### src/rtl/artl_pkg.sv
// ----------------------------------------------------------------------------
// artl_pkg: shared types and constants of the rate-limited tracker
// Field widths, register indexes, register reset values and the register
// bundle that the configuration block hands to the datapath.
// ----------------------------------------------------------------------------
`default_nettype none

package artl_pkg;

  // Field widths (fixed by the item format).
  localparam int VAL_W    = 32;  // signed Q16.16 values and velocity
  localparam int TIME_W   = 20;  // unsigned elapsed time
  localparam int DIST_W   = 31;  // unsigned limits and distances
  localparam int GAIN_W   = 24;  // unsigned approach gain
  localparam int PROD_W   = VAL_W + GAIN_W;
  localparam int CFG_IDX_W = 3;

  // Register indexes on the configuration channel.
  localparam logic [CFG_IDX_W-1:0] REG_MIN_TARGET    = 3'd0;
  localparam logic [CFG_IDX_W-1:0] REG_MAX_TARGET    = 3'd1;
  localparam logic [CFG_IDX_W-1:0] REG_STOP_SPEED    = 3'd2;
  localparam logic [CFG_IDX_W-1:0] REG_STOP_DISTANCE = 3'd3;
  localparam logic [CFG_IDX_W-1:0] REG_SLOW_DISTANCE = 3'd4;
  localparam logic [CFG_IDX_W-1:0] REG_APPROACH_GAIN = 3'd5;
  localparam logic [CFG_IDX_W-1:0] REG_MAX_FORCE     = 3'd6;

  // Register reset values.
  localparam logic [VAL_W-1:0]  RST_MIN_TARGET    = 32'd65536;
  localparam logic [VAL_W-1:0]  RST_MAX_TARGET    = 32'd6553600;
  localparam logic [DIST_W-1:0] RST_STOP_SPEED    = 31'd6554;
  localparam logic [DIST_W-1:0] RST_STOP_DISTANCE = 31'd6554;
  localparam logic [DIST_W-1:0] RST_SLOW_DISTANCE = 31'd655360;
  localparam logic [GAIN_W-1:0] RST_APPROACH_GAIN = 24'd65536;
  localparam logic [DIST_W-1:0] RST_MAX_FORCE     = 31'd65536;

  typedef struct packed {
    logic signed [VAL_W-1:0] min_target;
    logic signed [VAL_W-1:0] max_target;
    logic [DIST_W-1:0]       stop_speed;
    logic [DIST_W-1:0]       stop_distance;
    logic [DIST_W-1:0]       slow_distance;
    logic [GAIN_W-1:0]       approach_gain;
    logic [DIST_W-1:0]       max_force;
  } cfg_t;

endpackage

`default_nettype wire

### src/rtl/artl_if.sv
// ----------------------------------------------------------------------------
// artl_if: channel interfaces of the rate-limited tracker
// Input item channel, result channel and configuration write channel, each
// with valid/ready and a source and a sink modport.
// ----------------------------------------------------------------------------
`default_nettype none

interface artl_in_if import artl_pkg::*; ();
  logic                     valid;
  logic                     ready;
  logic signed [VAL_W-1:0]  current_value;
  logic signed [VAL_W-1:0]  target_value;
  logic [TIME_W-1:0]        elapsed_time;

  modport source (output valid, current_value, target_value, elapsed_time,
                  input ready);
  modport sink (input valid, current_value, target_value, elapsed_time,
                output ready);
endinterface

interface artl_out_if import artl_pkg::*; ();
  logic                     valid;
  logic                     ready;
  logic signed [VAL_W-1:0]  new_value;
  logic                     stopped;

  modport source (output valid, new_value, stopped, input ready);
  modport sink (input valid, new_value, stopped, output ready);
endinterface

interface artl_cfg_if import artl_pkg::*; ();
  logic                  valid;
  logic                  ready;
  logic [CFG_IDX_W-1:0]  index;
  logic [VAL_W-1:0]      data;

  modport source (output valid, index, data, input ready);
  modport sink (input valid, index, data, output ready);
endinterface

`default_nettype wire

### src/rtl/arrive_rate_limited_tracker.sv
// ----------------------------------------------------------------------------
// arrive_rate_limited_tracker: arrive-style rate-limited value tracker
// Moves a value toward a clamped target with a velocity whose change per
// step is limited, and stops when both speed and distance are small.
// ----------------------------------------------------------------------------
// Usage:
// The input channel in_i carries one step (current value, target, elapsed
// time); every transfer on it yields exactly one transfer on out_o with the
// new value and the stopped flag. Registers are written through cfg_i,
// which is always ready; write them only while no step is in flight.
// A step is worked by a sequencer around one bit-serial multiplier. The two
// products (distance times gain, velocity times time) are formed one
// multiplier bit per cycle, and the compares and adds around them each take
// a sequencer state of their own. The result is offered sooner when the stop
// rule fires, since both products are then skipped. A new step is taken only
// once the sequencer is back in idle, so steps do not overlap.
// The result sits in an output register; a new step is taken while it waits
// there, but that step holds before its own result until out_o is free.
// Reset clears the velocity to zero, loads the register reset values and
// empties the output register.
// ----------------------------------------------------------------------------
`default_nettype none

module arrive_rate_limited_tracker import artl_pkg::*; #(
  parameter int FRAC_BITS = 16
) (
  input  wire logic  clk_i,
  input  wire logic  rst_ni,
  artl_in_if.sink    in_i,
  artl_out_if.source out_o,
  artl_cfg_if.sink   cfg_i
);

  // Width of the product once the fraction bits are dropped.
  localparam int MAG_W = PROD_W - FRAC_BITS;

  // Sequencer states.
  localparam logic [3:0] S_IDLE     = 4'd0;
  localparam logic [3:0] S_CLAMP_LO = 4'd1;
  localparam logic [3:0] S_CLAMP_HI = 4'd2;
  localparam logic [3:0] S_ERR      = 4'd3;
  localparam logic [3:0] S_ABS      = 4'd4;
  localparam logic [3:0] S_CHECK    = 4'd5;
  localparam logic [3:0] S_MUL_GAIN = 4'd6;
  localparam logic [3:0] S_DESIRED  = 4'd7;
  localparam logic [3:0] S_STEER    = 4'd8;
  localparam logic [3:0] S_FORCE    = 4'd9;
  localparam logic [3:0] S_VEL      = 4'd10;
  localparam logic [3:0] S_MUL_TIME = 4'd11;
  localparam logic [3:0] S_ADD      = 4'd12;
  localparam logic [3:0] S_SAT      = 4'd13;
  localparam logic [3:0] S_DONE     = 4'd14;

  cfg_t cfg;

  logic [3:0] state_q, state_d;

  // Step operands and intermediate results.
  logic signed [VAL_W-1:0]   cur_q;
  logic signed [VAL_W-1:0]   tgt_q;
  logic [TIME_W-1:0]         time_q;
  logic signed [VAL_W:0]     err_q;
  logic [VAL_W-1:0]          dist_q;
  logic [VAL_W-1:0]          speed_q;
  logic signed [VAL_W-1:0]   des_q;
  logic signed [VAL_W:0]     steer_q;
  logic signed [PROD_W-1:0]  sum_q;
  logic [VAL_W-1:0]          res_value_q;
  logic                      res_stopped_q;

  // Stored velocity (the only state carried from step to step).
  logic signed [VAL_W-1:0]   vel_q;

  // Output register.
  logic                      out_valid_q;
  logic signed [VAL_W-1:0]   out_value_q;
  logic                      out_stopped_q;

  // Multiplier hookup.
  logic                      mul_start;
  logic signed [VAL_W-1:0]   mul_a;
  logic [GAIN_W-1:0]         mul_b;
  logic                      mul_busy;
  logic                      mul_done;
  logic signed [PROD_W-1:0]  mul_p;

  // Datapath terms.
  logic signed [VAL_W:0]     err_c;
  logic [VAL_W:0]            err_neg_c;
  logic [VAL_W-1:0]          dist_c;
  logic [VAL_W:0]            vel_neg_c;
  logic [VAL_W-1:0]          speed_c;
  logic                      stop_c;
  logic [DIST_W-1:0]         lim_c;
  logic [MAG_W-1:0]          mag_c;
  logic [VAL_W-1:0]          mag_sat_c;
  logic signed [VAL_W:0]     force_pos_c;
  logic signed [VAL_W:0]     force_neg_c;
  logic [VAL_W:0]            vel_sum_c;
  logic signed [PROD_W-1:0]  prod_sh_c;
  logic [VAL_W-1:0]          sat_c;
  logic                      out_free;

  artl_cfg u_cfg (
    .clk_i  (clk_i),
    .rst_ni (rst_ni),
    .cfg_i  (cfg_i),
    .cfg_o  (cfg)
  );

  artl_mul u_mul (
    .clk_i     (clk_i),
    .rst_ni    (rst_ni),
    .start_i   (mul_start),
    .a_i       (mul_a),
    .b_i       (mul_b),
    .busy_o    (mul_busy),
    .done_o    (mul_done),
    .product_o (mul_p)
  );

  // Error, distance and speed. Distance fits 32 bits unsigned, speed too.
  assign err_c     = $signed({tgt_q[VAL_W-1], tgt_q}) - $signed({cur_q[VAL_W-1], cur_q});
  assign err_neg_c = -err_q;
  assign dist_c    = err_q[VAL_W] ? err_neg_c[VAL_W-1:0] : err_q[VAL_W-1:0];
  assign vel_neg_c = -{vel_q[VAL_W-1], vel_q};
  assign speed_c   = vel_q[VAL_W-1] ? vel_neg_c[VAL_W-1:0] : vel_q;

  // The stop rule needs both the speed and the distance inside their limits.
  assign stop_c = (speed_q <= {1'b0, cfg.stop_speed}) &&
                  (dist_q <= {1'b0, cfg.stop_distance});
  assign lim_c  = (dist_q < {1'b0, cfg.slow_distance}) ? dist_q[DIST_W-1:0]
                                                       : cfg.slow_distance;

  // The magnitude product is truncated, then saturated so that the signed
  // desired velocity stays in 32 bits (one more step of room when negative).
  assign mag_c = mul_p[PROD_W-1:FRAC_BITS];
  always_comb begin
    if (err_q[VAL_W]) begin
      mag_sat_c = (mag_c > MAG_W'(32'h8000_0000)) ? 32'h8000_0000 : mag_c[VAL_W-1:0];
    end else begin
      mag_sat_c = (mag_c > MAG_W'(32'h7FFF_FFFF)) ? 32'h7FFF_FFFF : mag_c[VAL_W-1:0];
    end
  end

  assign force_pos_c = $signed({2'b00, cfg.max_force});
  assign force_neg_c = -force_pos_c;
  assign vel_sum_c   = {vel_q[VAL_W-1], vel_q} + steer_q;

  // Arithmetic shift rounds the position step toward minus infinity.
  assign prod_sh_c = mul_p >>> FRAC_BITS;

  // Saturate the 56-bit sum back to 32 bits signed.
  always_comb begin
    if ((&sum_q[PROD_W-1:VAL_W-1]) || !(|sum_q[PROD_W-1:VAL_W-1])) begin
      sat_c = sum_q[VAL_W-1:0];
    end else if (sum_q[PROD_W-1]) begin
      sat_c = 32'h8000_0000;
    end else begin
      sat_c = 32'h7FFF_FFFF;
    end
  end

  // The multiplier is loaded twice per step, unless the stop rule fires: distance
  // times gain after the stop check, and the new velocity times elapsed time as it is formed.
  assign mul_start = ((state_q == S_CHECK) && !stop_c) || (state_q == S_VEL);
  assign mul_a     = (state_q == S_CHECK) ? $signed({1'b0, lim_c})
                                          : $signed(vel_sum_c[VAL_W-1:0]);
  assign mul_b     = (state_q == S_CHECK) ? cfg.approach_gain : GAIN_W'(time_q);

  assign out_free  = !out_valid_q || out_o.ready;

  always_comb begin
    state_d = state_q;
    unique case (state_q)
      S_IDLE:     if (in_i.valid) state_d = S_CLAMP_LO;
      S_CLAMP_LO: state_d = S_CLAMP_HI;
      S_CLAMP_HI: state_d = S_ERR;
      S_ERR:      state_d = S_ABS;
      S_ABS:      state_d = S_CHECK;
      S_CHECK:    state_d = stop_c ? S_DONE : S_MUL_GAIN;
      S_MUL_GAIN: if (mul_done) state_d = S_DESIRED;
      S_DESIRED:  state_d = S_STEER;
      S_STEER:    state_d = S_FORCE;
      S_FORCE:    state_d = S_VEL;
      S_VEL:      state_d = S_MUL_TIME;
      S_MUL_TIME: if (mul_done) state_d = S_ADD;
      S_ADD:      state_d = S_SAT;
      S_SAT:      state_d = S_DONE;
      S_DONE:     if (out_free) state_d = S_IDLE;
      default:    state_d = S_IDLE;
    endcase
  end

  always_ff @(posedge clk_i or negedge rst_ni) begin
    if (!rst_ni) begin
      state_q     <= S_IDLE;
      vel_q       <= '0;
      out_valid_q <= 1'b0;
    end else begin
      state_q <= state_d;
      if (state_q == S_CHECK && stop_c) begin
        vel_q <= '0;
      end else if (state_q == S_VEL) begin
        vel_q <= $signed(vel_sum_c[VAL_W-1:0]);
      end
      if (state_q == S_DONE && out_free) begin
        out_valid_q <= 1'b1;
      end else if (out_o.ready) begin
        out_valid_q <= 1'b0;
      end
    end
  end

  always_ff @(posedge clk_i) begin
    unique case (state_q)
      S_IDLE: begin
        if (in_i.valid) begin
          cur_q  <= in_i.current_value;
          tgt_q  <= in_i.target_value;
          time_q <= in_i.elapsed_time;
        end
      end
      S_CLAMP_LO: begin
        if (tgt_q < cfg.min_target) tgt_q <= cfg.min_target;
      end
      S_CLAMP_HI: begin
        // Applied second, so the upper bound wins in an inverted window.
        if (tgt_q > cfg.max_target) tgt_q <= cfg.max_target;
      end
      S_ERR: begin
        err_q <= err_c;
      end
      S_ABS: begin
        dist_q  <= dist_c;
        speed_q <= speed_c;
      end
      S_CHECK: begin
        if (stop_c) begin
          res_value_q   <= tgt_q;
          res_stopped_q <= 1'b1;
        end
      end
      S_DESIRED: begin
        des_q <= err_q[VAL_W] ? $signed(-mag_sat_c) : $signed(mag_sat_c);
      end
      S_STEER: begin
        steer_q <= $signed({des_q[VAL_W-1], des_q}) - $signed({vel_q[VAL_W-1], vel_q});
      end
      S_FORCE: begin
        if (steer_q > force_pos_c) begin
          steer_q <= force_pos_c;
        end else if (steer_q < force_neg_c) begin
          steer_q <= force_neg_c;
        end
      end
      S_ADD: begin
        sum_q <= $signed({{(PROD_W - VAL_W){cur_q[VAL_W-1]}}, cur_q}) + prod_sh_c;
      end
      S_SAT: begin
        res_value_q   <= sat_c;
        res_stopped_q <= 1'b0;
      end
      S_DONE: begin
        if (out_free) begin
          out_value_q   <= res_value_q;
          out_stopped_q <= res_stopped_q;
        end
      end
      default: begin
        // The remaining states (the product waits and the velocity update) write nothing here.
      end
    endcase
  end

  assign in_i.ready      = (state_q == S_IDLE);
  assign out_o.valid     = out_valid_q;
  assign out_o.new_value = out_value_q;
  assign out_o.stopped   = out_stopped_q;

  // An accepted step always starts with the target clamp.
  assert property (@(posedge clk_i) disable iff (!rst_ni)
    (in_i.valid && in_i.ready) |=> (state_q == S_CLAMP_LO))
    else $error("accepted step did not enter the clamp stage");

  // The sequencer waits on a product only while the multiplier is running.
  assert property (@(posedge clk_i) disable iff (!rst_ni)
    (state_q == S_MUL_GAIN || state_q == S_MUL_TIME) |-> mul_busy)
    else $error("waiting on a product with the multiplier idle");

  // A completion pulse from the multiplier is only seen in a wait state.
  assert property (@(posedge clk_i) disable iff (!rst_ni)
    mul_done |-> (state_q == S_MUL_GAIN || state_q == S_MUL_TIME))
    else $error("multiplier finished outside a wait state");

  // Velocity changes only at the stop check or at the velocity update.
  assert property (@(posedge clk_i) disable iff (!rst_ni)
    !$stable(vel_q) |-> ($past(state_q) == S_CHECK || $past(state_q) == S_VEL))
    else $error("velocity changed outside its update points");

  // When the stop rule fires the velocity is cleared.
  assert property (@(posedge clk_i) disable iff (!rst_ni)
    (state_q == S_CHECK && stop_c) |=> (vel_q == '0))
    else $error("velocity not cleared by the stop rule");

endmodule

`default_nettype wire

### src/rtl/artl_cfg.sv
// ----------------------------------------------------------------------------
// artl_cfg: configuration registers
// Takes register writes from the configuration channel and presents the
// register set as one bundle.
// ----------------------------------------------------------------------------
`default_nettype none

module artl_cfg import artl_pkg::*; (
  input  wire logic  clk_i,
  input  wire logic  rst_ni,
  artl_cfg_if.sink   cfg_i,
  output cfg_t       cfg_o
);

  cfg_t regs_q;

  assign cfg_i.ready = 1'b1;
  assign cfg_o       = regs_q;

  always_ff @(posedge clk_i or negedge rst_ni) begin
    if (!rst_ni) begin
      regs_q.min_target    <= RST_MIN_TARGET;
      regs_q.max_target    <= RST_MAX_TARGET;
      regs_q.stop_speed    <= RST_STOP_SPEED;
      regs_q.stop_distance <= RST_STOP_DISTANCE;
      regs_q.slow_distance <= RST_SLOW_DISTANCE;
      regs_q.approach_gain <= RST_APPROACH_GAIN;
      regs_q.max_force     <= RST_MAX_FORCE;
    end else if (cfg_i.valid) begin
      unique case (cfg_i.index)
        REG_MIN_TARGET:    regs_q.min_target    <= cfg_i.data;
        REG_MAX_TARGET:    regs_q.max_target    <= cfg_i.data;
        REG_STOP_SPEED:    regs_q.stop_speed    <= cfg_i.data[DIST_W-1:0];
        REG_STOP_DISTANCE: regs_q.stop_distance <= cfg_i.data[DIST_W-1:0];
        REG_SLOW_DISTANCE: regs_q.slow_distance <= cfg_i.data[DIST_W-1:0];
        REG_APPROACH_GAIN: regs_q.approach_gain <= cfg_i.data[GAIN_W-1:0];
        REG_MAX_FORCE:     regs_q.max_force     <= cfg_i.data[DIST_W-1:0];
        default: begin
          // Writes to unused indexes are dropped.
        end
      endcase
    end
  end

endmodule

`default_nettype wire

### src/rtl/artl_mul.sv
// ----------------------------------------------------------------------------
// artl_mul: bit-serial multiplier
// Signed multiplicand times unsigned multiplier, one multiplier bit per
// cycle, by shift and add into a right-shifting product register.
// ----------------------------------------------------------------------------
`default_nettype none

module artl_mul import artl_pkg::*; (
  input  wire logic                     clk_i,
  input  wire logic                     rst_ni,
  input  wire logic                     start_i,
  input  wire logic signed [VAL_W-1:0]  a_i,
  input  wire logic [GAIN_W-1:0]        b_i,
  output logic                          busy_o,
  output logic                          done_o,
  output logic signed [PROD_W-1:0]      product_o
);

  localparam int CNT_W = $clog2(GAIN_W);

  logic                     busy_q;
  logic [CNT_W-1:0]         cnt_q;
  logic signed [VAL_W-1:0]  a_q;
  logic [PROD_W-1:0]        p_q;
  logic [VAL_W:0]           acc;

  // The upper half accumulates the multiplicand when the bit shifted out is set.
  always_comb begin
    acc = {p_q[PROD_W-1], p_q[PROD_W-1:GAIN_W]};
    if (p_q[0]) begin
      acc = acc + {a_q[VAL_W-1], a_q};
    end
  end

  always_ff @(posedge clk_i or negedge rst_ni) begin
    if (!rst_ni) begin
      busy_q <= 1'b0;
      cnt_q  <= '0;
    end else if (start_i) begin
      busy_q <= 1'b1;
      cnt_q  <= CNT_W'(GAIN_W - 1);
    end else if (busy_q) begin
      cnt_q <= cnt_q - 1'b1;
      if (cnt_q == '0) begin
        busy_q <= 1'b0;
      end
    end
  end

  always_ff @(posedge clk_i) begin
    if (start_i) begin
      a_q <= a_i;
      p_q <= {{VAL_W{1'b0}}, b_i};
    end else if (busy_q) begin
      p_q <= {acc, p_q[GAIN_W-1:1]};
    end
  end

  assign busy_o    = busy_q;
  assign done_o    = busy_q && (cnt_q == '0);
  assign product_o = $signed(p_q);

endmodule

`default_nettype wire
### src/flat_wrapper.sv
// flat-port wrapper written by rule: the top's interface ports become plain ports
module arrive_rate_limited_tracker_flat import artl_pkg::*;
#(
  parameter int FRAC_BITS = 16
)
  (clk_i, rst_ni, in_i_valid, in_i_current_value, in_i_target_value, in_i_elapsed_time, in_i_ready, out_o_valid, out_o_new_value, out_o_stopped, out_o_ready, cfg_i_valid, cfg_i_index, cfg_i_data, cfg_i_ready);
  artl_in_if in_i_i ();
  artl_out_if out_o_i ();
  artl_cfg_if cfg_i_i ();
  input  wire logic clk_i;
  input  wire logic rst_ni;
  input wire logic [$bits(in_i_i.valid)-1:0] in_i_valid;
  input wire logic [$bits(in_i_i.current_value)-1:0] in_i_current_value;
  input wire logic [$bits(in_i_i.target_value)-1:0] in_i_target_value;
  input wire logic [$bits(in_i_i.elapsed_time)-1:0] in_i_elapsed_time;
  output wire logic [$bits(in_i_i.ready)-1:0] in_i_ready;
  output wire logic [$bits(out_o_i.valid)-1:0] out_o_valid;
  output wire logic [$bits(out_o_i.new_value)-1:0] out_o_new_value;
  output wire logic [$bits(out_o_i.stopped)-1:0] out_o_stopped;
  input wire logic [$bits(out_o_i.ready)-1:0] out_o_ready;
  input wire logic [$bits(cfg_i_i.valid)-1:0] cfg_i_valid;
  input wire logic [$bits(cfg_i_i.index)-1:0] cfg_i_index;
  input wire logic [$bits(cfg_i_i.data)-1:0] cfg_i_data;
  output wire logic [$bits(cfg_i_i.ready)-1:0] cfg_i_ready;
  assign in_i_i.valid = in_i_valid;
  assign in_i_i.current_value = in_i_current_value;
  assign in_i_i.target_value = in_i_target_value;
  assign in_i_i.elapsed_time = in_i_elapsed_time;
  assign in_i_ready = in_i_i.ready;
  assign out_o_valid = out_o_i.valid;
  assign out_o_new_value = out_o_i.new_value;
  assign out_o_stopped = out_o_i.stopped;
  assign out_o_i.ready = out_o_ready;
  assign cfg_i_i.valid = cfg_i_valid;
  assign cfg_i_i.index = cfg_i_index;
  assign cfg_i_i.data = cfg_i_data;
  assign cfg_i_ready = cfg_i_i.ready;
  arrive_rate_limited_tracker #(.FRAC_BITS(FRAC_BITS)) u_core (.clk_i(clk_i), .rst_ni(rst_ni), .in_i(in_i_i), .out_o(out_o_i), .cfg_i(cfg_i_i));
endmodule
### config.mk
export PLATFORM = sky130hd
export DESIGN_NAME = arrive_rate_limited_tracker_flat
export DESIGN_NICKNAME = d
export VERILOG_FILES = /design/src/rtl/artl_pkg.sv /design/src/rtl/artl_if.sv /design/src/rtl/arrive_rate_limited_tracker.sv /design/src/rtl/artl_cfg.sv /design/src/rtl/artl_mul.sv /design/src/flat_wrapper.sv
export SDC_FILE = /design/constraint.sdc
export NUM_CORES = 2
export LEC_CHECK = 0
export ABC_AREA = 1
export BUFFER_PORTS_ARGS = -buffer_cell sky130_fd_sc_hd__buf_4
export CELL_PAD_IN_SITES_DETAIL_PLACEMENT = 1
export CELL_PAD_IN_SITES_GLOBAL_PLACEMENT = 1
export CORE_ASPECT_RATIO = 2
export CORE_MARGIN = 3
export CORE_UTILIZATION = 47
export CTS_CLUSTER_DIAMETER = 50
export CTS_CLUSTER_SIZE = 12
export DETAILED_ROUTE_END_ITERATION = 12
export PLACE_DENSITY = 0.82
export SYNTH_ARGS = -nofsm -noshare
export SYNTH_HDL_FRONTEND = slang
export SYNTH_SLANG_ARGS = --single-unit
### constraint.sdc
create_clock -name clk_i -period 10.8 [get_ports clk_i]
set_input_delay 0.54 -clock clk_i [delete_from_list [all_inputs] [get_ports clk_i]]
set_output_delay 0.54 -clock clk_i [all_outputs]
set_load 0.03 [all_outputs]
==> flow_summary.json <==
{
  "cp-start-kind": "flop",
  "place_congestion": 1.04,
  "fmax_mhz": 186,
  "io_pins": 160,
  "synth-seq-area-share": 0.425,
  "internal_power_uw": 8050,
  "skew_ns": 0.0361,
  "cp_data_required_time_ns": 11.11,
  "layout_common_cells": "nand2_1 (1364), inv_1 (693), nor2_1 (472)",
  "post-route-min-period_ns": 5.39,
  "post-place-ws_ns": 5.45,
  "core-area_um2": 95500,
  "rows": 160,
  "wl_per_cell_um": 27.7,
  "numCtsBuffers": 72,
  "nFillCells": 11700,
  "die_area_um2": 101000,
  "setup_viol": 0,
  "area_growth_pct": 10.8,
  "cp_max_fo": 33,
  "min_path_type": "input pin to flop",
  "post-route-util": 0.528,
  "async_flop_share": 0.366,
  "power_uw": 16400,
  "synth_cell_type_count": 57,
  "cpMaxStageDelayCell": "a21oi_4",
  "ir_worst_vdd_uv": 173,
  "reg2regPathDepth": 19,
  "timing.rr.end": "u_core.steer_q[29]",
  "grt_pass1_wl_um": 288000,
  "grt.overflow.total": 0,
  "die_height_um": 446,
  "fp.dieW_um": 226,
  "switching_share": 0.509,
  "power_switching_uw": 8340,
  "io_buffers": 158,
  "path_cells": "inv_1 > ha_1 > nand3_1 > inv_1 > nand3_1 > nor2_1 > nand2_1 > nor2_1 > nand4_1 > xor2_1 > ha_1 > nand2_1 > nor2_1 > nand2_1 > nor4_1 > o21ai_0 > nand4_1 > nand2_1 > a21oi_4",
  "worst_path_most_repeated_cell": "nand2_1",
  "maxCapViolations": 0,
  "clock_latency_ns": 0.71,
  "post-dp-hpwl_um": 154000,
  "worst_slew_pin_slew_ns": 1.43,
  "wirelength_um": 196000,
  "worstHoldStart": "in_i_current_value[27]",
  "whs_endpoint": "u_core.cur_q[27]",
  "h-tree-depth": 3,
  "finalSetupTns_ns": 0,
  "r2r_start": "u_core.u_cfg.cfg_o[1]",
  "slowest_delay_ns": 0.89,
  "fin_ws_ns": 5.41,
  "status": "completed",
  "clock-sinks": 696,
  "synth_fp_nets": 6185,
  "drv_slew": 0,
  "crit_type": "flop to flop",
  "grt_start_max_net_pins": 112,
  "initial_core_util": 0.476,
  "slew_headroom": 0.0351,
  "cts_setup_buffers": 0,
  "drc": 0,
  "avgSynthCellArea_um2": 8.02,
  "synthFlopType": "edfxtp_1",
  "ant_nets": 0,
  "syn_inst": 5665,
  "cts_tree": "built",
  "end_kind": "flop",
  "cts_buffer_depth": 3,
  "rrSetupSlack_ns": 5.41,
  "pwr-share-seq": 0.304,
  "grt_pass1_vias": 46000,
  "hold_violations": 0,
  "finalCritPeriodShare": 0.499,
  "ys_ff_latch": 696,
  "synth_enable_flop_cells": 409,
  "vias_per_cell": 5.99,
  "p_comb_frac": 0.543,
  "syn-cell-area_um2": 45500,
  "grt_use_total": 0.392,
  "min_path_cells": 1,
  "root_buffer": "clkbuf_16",
  "first_iter_violations": 2680,
  "rsz0062_at_grt": "false",
  "power.density_nw_per_um2": 325,
  "firstDrtPassIters": 6,
  "pwr-share-clk": 0.154,
  "antenna_found_initial": 18,
  "layout_commonest_cell": "nand2_1",
  "leakage_uw": 0.0230,
  "yosys_warnings": 0,
  "arrival_ns": 5.70,
  "cts.clk_slew.worst_paths_ns": 0.07,
  "drive_above_1_share": 0.0682,
  "layout.nets": 6322,
  "vias": 42400
}
==> worst max-delay path by stage <==
stage                                     start  slack (ns)            endpoint
final                     u_core.u_cfg.cfg_o[1]        5.41  u_core.steer_q[29]
after global routing      u_core.u_cfg.cfg_o[1]        4.95  u_core.steer_q[29]
after CTS                 u_core.u_cfg.cfg_o[1]        5.42  u_core.steer_q[23]
after detailed placement  u_core.u_cfg.cfg_o[1]        5.45  u_core.steer_q[22]
after global placement    u_core.u_cfg.cfg_o[1]        5.46  u_core.steer_q[23]
after floorplan           u_core.u_cfg.cfg_o[1]        6.04   u_core.steer_q[0]
==> layout make-up <==
| class | count | area, um^2 | share of cell area |
|---|---|---|---|
| clock buffer | 118 | 2070 | 0.0410 |
| antenna | 8 | 20.0 | 0.000397 |
| tap | 1215 | 1520 | 0.0302 |
| inverter | 703 | 2640 | 0.0524 |
| clock inverter | 16 | 194 | 0.00385 |
| timing repair buffer | 209 | 1620 | 0.0321 |
| multi-input combinational | 4120 | 23000 | 0.456 |
| sequential | 696 | 19300 | 0.384 |
==> worst max-delay path: cells and delay by family, from the launching register on <==
| kind | cells | cell delay, ns |
|---|---|---|
| compound gates | 2 | 1.17 |
| xor+xnor | 1 | 0.21 |
| flops | 1 | 0.38 |
| simple gates | 12 | 2.43 |
| buf+inv | 2 | 0.26 |
| fa+ha+maj | 2 | 0.50 |
==> power groups by stage <==
| stage | Sequential, uW | Combinational (uW) | Clock, uW |
|---|---|---|---|
| 3_5_place_dp | 4960 | 8600 | 0 |
| 5_1_grt | 4980 | 9750 | 2640 |
| 2_1_floorplan | 4430 | 5620 | 0 |
| 3_3_place_gp | 4940 | 8300 | 0 |
| 6_report | 4980 | 8890 | 2520 |
| 4_1_cts | 4930 | 8700 | 2540 |
==> cell families after synthesis <==
group | share of synthesized area
XOR/XNOR | 0.0382
adder cells (fa/ha/maj) | 0.110
AND/OR/NAND/NOR | 0.223
flip-flops | 0.425
AO/OA/AOI/OAI | 0.132
buffers and inverters | 0.0713
other | 0.0000825
==> metrics by stage <==
step / instances / hold slack, ns / cell area (um^2)
4_1_cts: 7077 / 0.000269 / 50400
3_3_place_gp: 6931 / 0.402 / 48000
5_1_grt: 7079 / 0.00657 / 50400
6_report: 7085 / 0.0208 / 50400
3_5_place_dp: 6931 / 0.406 / 48000
2_1_floorplan: 5665 / 0.244 / 45500
==> synthesized netlist by cell type (67+ instances only) <==
cell type / count / share of area
nand4_1: 67 / 0.0092
ha_1: 391 / 0.11
dfrtp_1: 233 / 0.13
o21ai_0: 446 / 0.049
nor2_1: 485 / 0.040
xor2_1: 152 / 0.029
edfxtp_1: 409 / 0.27
clkbuf_1: 121 / 0.010
nand3_1: 357 / 0.039
inv_1: 693 / 0.057
a21oi_1: 404 / 0.044
nand2_1: 1370 / 0.11
==> layer usage <==
metal  part of all wire  GRT usage  wire length (um)
met3              0.053     0.0814             10300
met2               0.51      0.693             99200
met1               0.31      0.349             60100
met5            0.00029          0                57
met4               0.14      0.424             26500
==> timing repair <==
item	in CTS	in global routing
hold endpoints to repair	92	0
hold buffers	12	0
resized for setup	0	0
==> state kept, by name, indices dropped and copies added, names as in the netlist, 4 cells and up <==
| signal | count |
|---|---|
| u_core.err_q | 33 |
| u_core.time_q | 20 |
| u_core.sum_q | 41 |
| u_core.speed_q | 32 |
| u_core.u_mul.cnt_q | 5 |
| u_core.u_cfg.cfg_o | 212 |
| u_core.dist_q | 32 |
| u_core.state_q | 4 |
| u_core.steer_q | 33 |
| u_core.out_o.new_value | 32 |
| u_core.tgt_q | 32 |
| u_core.cur_q | 32 |
| u_core.res_value_q | 32 |
| u_core.u_mul.product_o | 56 |
| u_core.des_q | 32 |
| u_core.vel_q | 32 |
| u_core.u_mul.a_q | 32 |
Note: power is estimated with default switching activity, not from simulation.
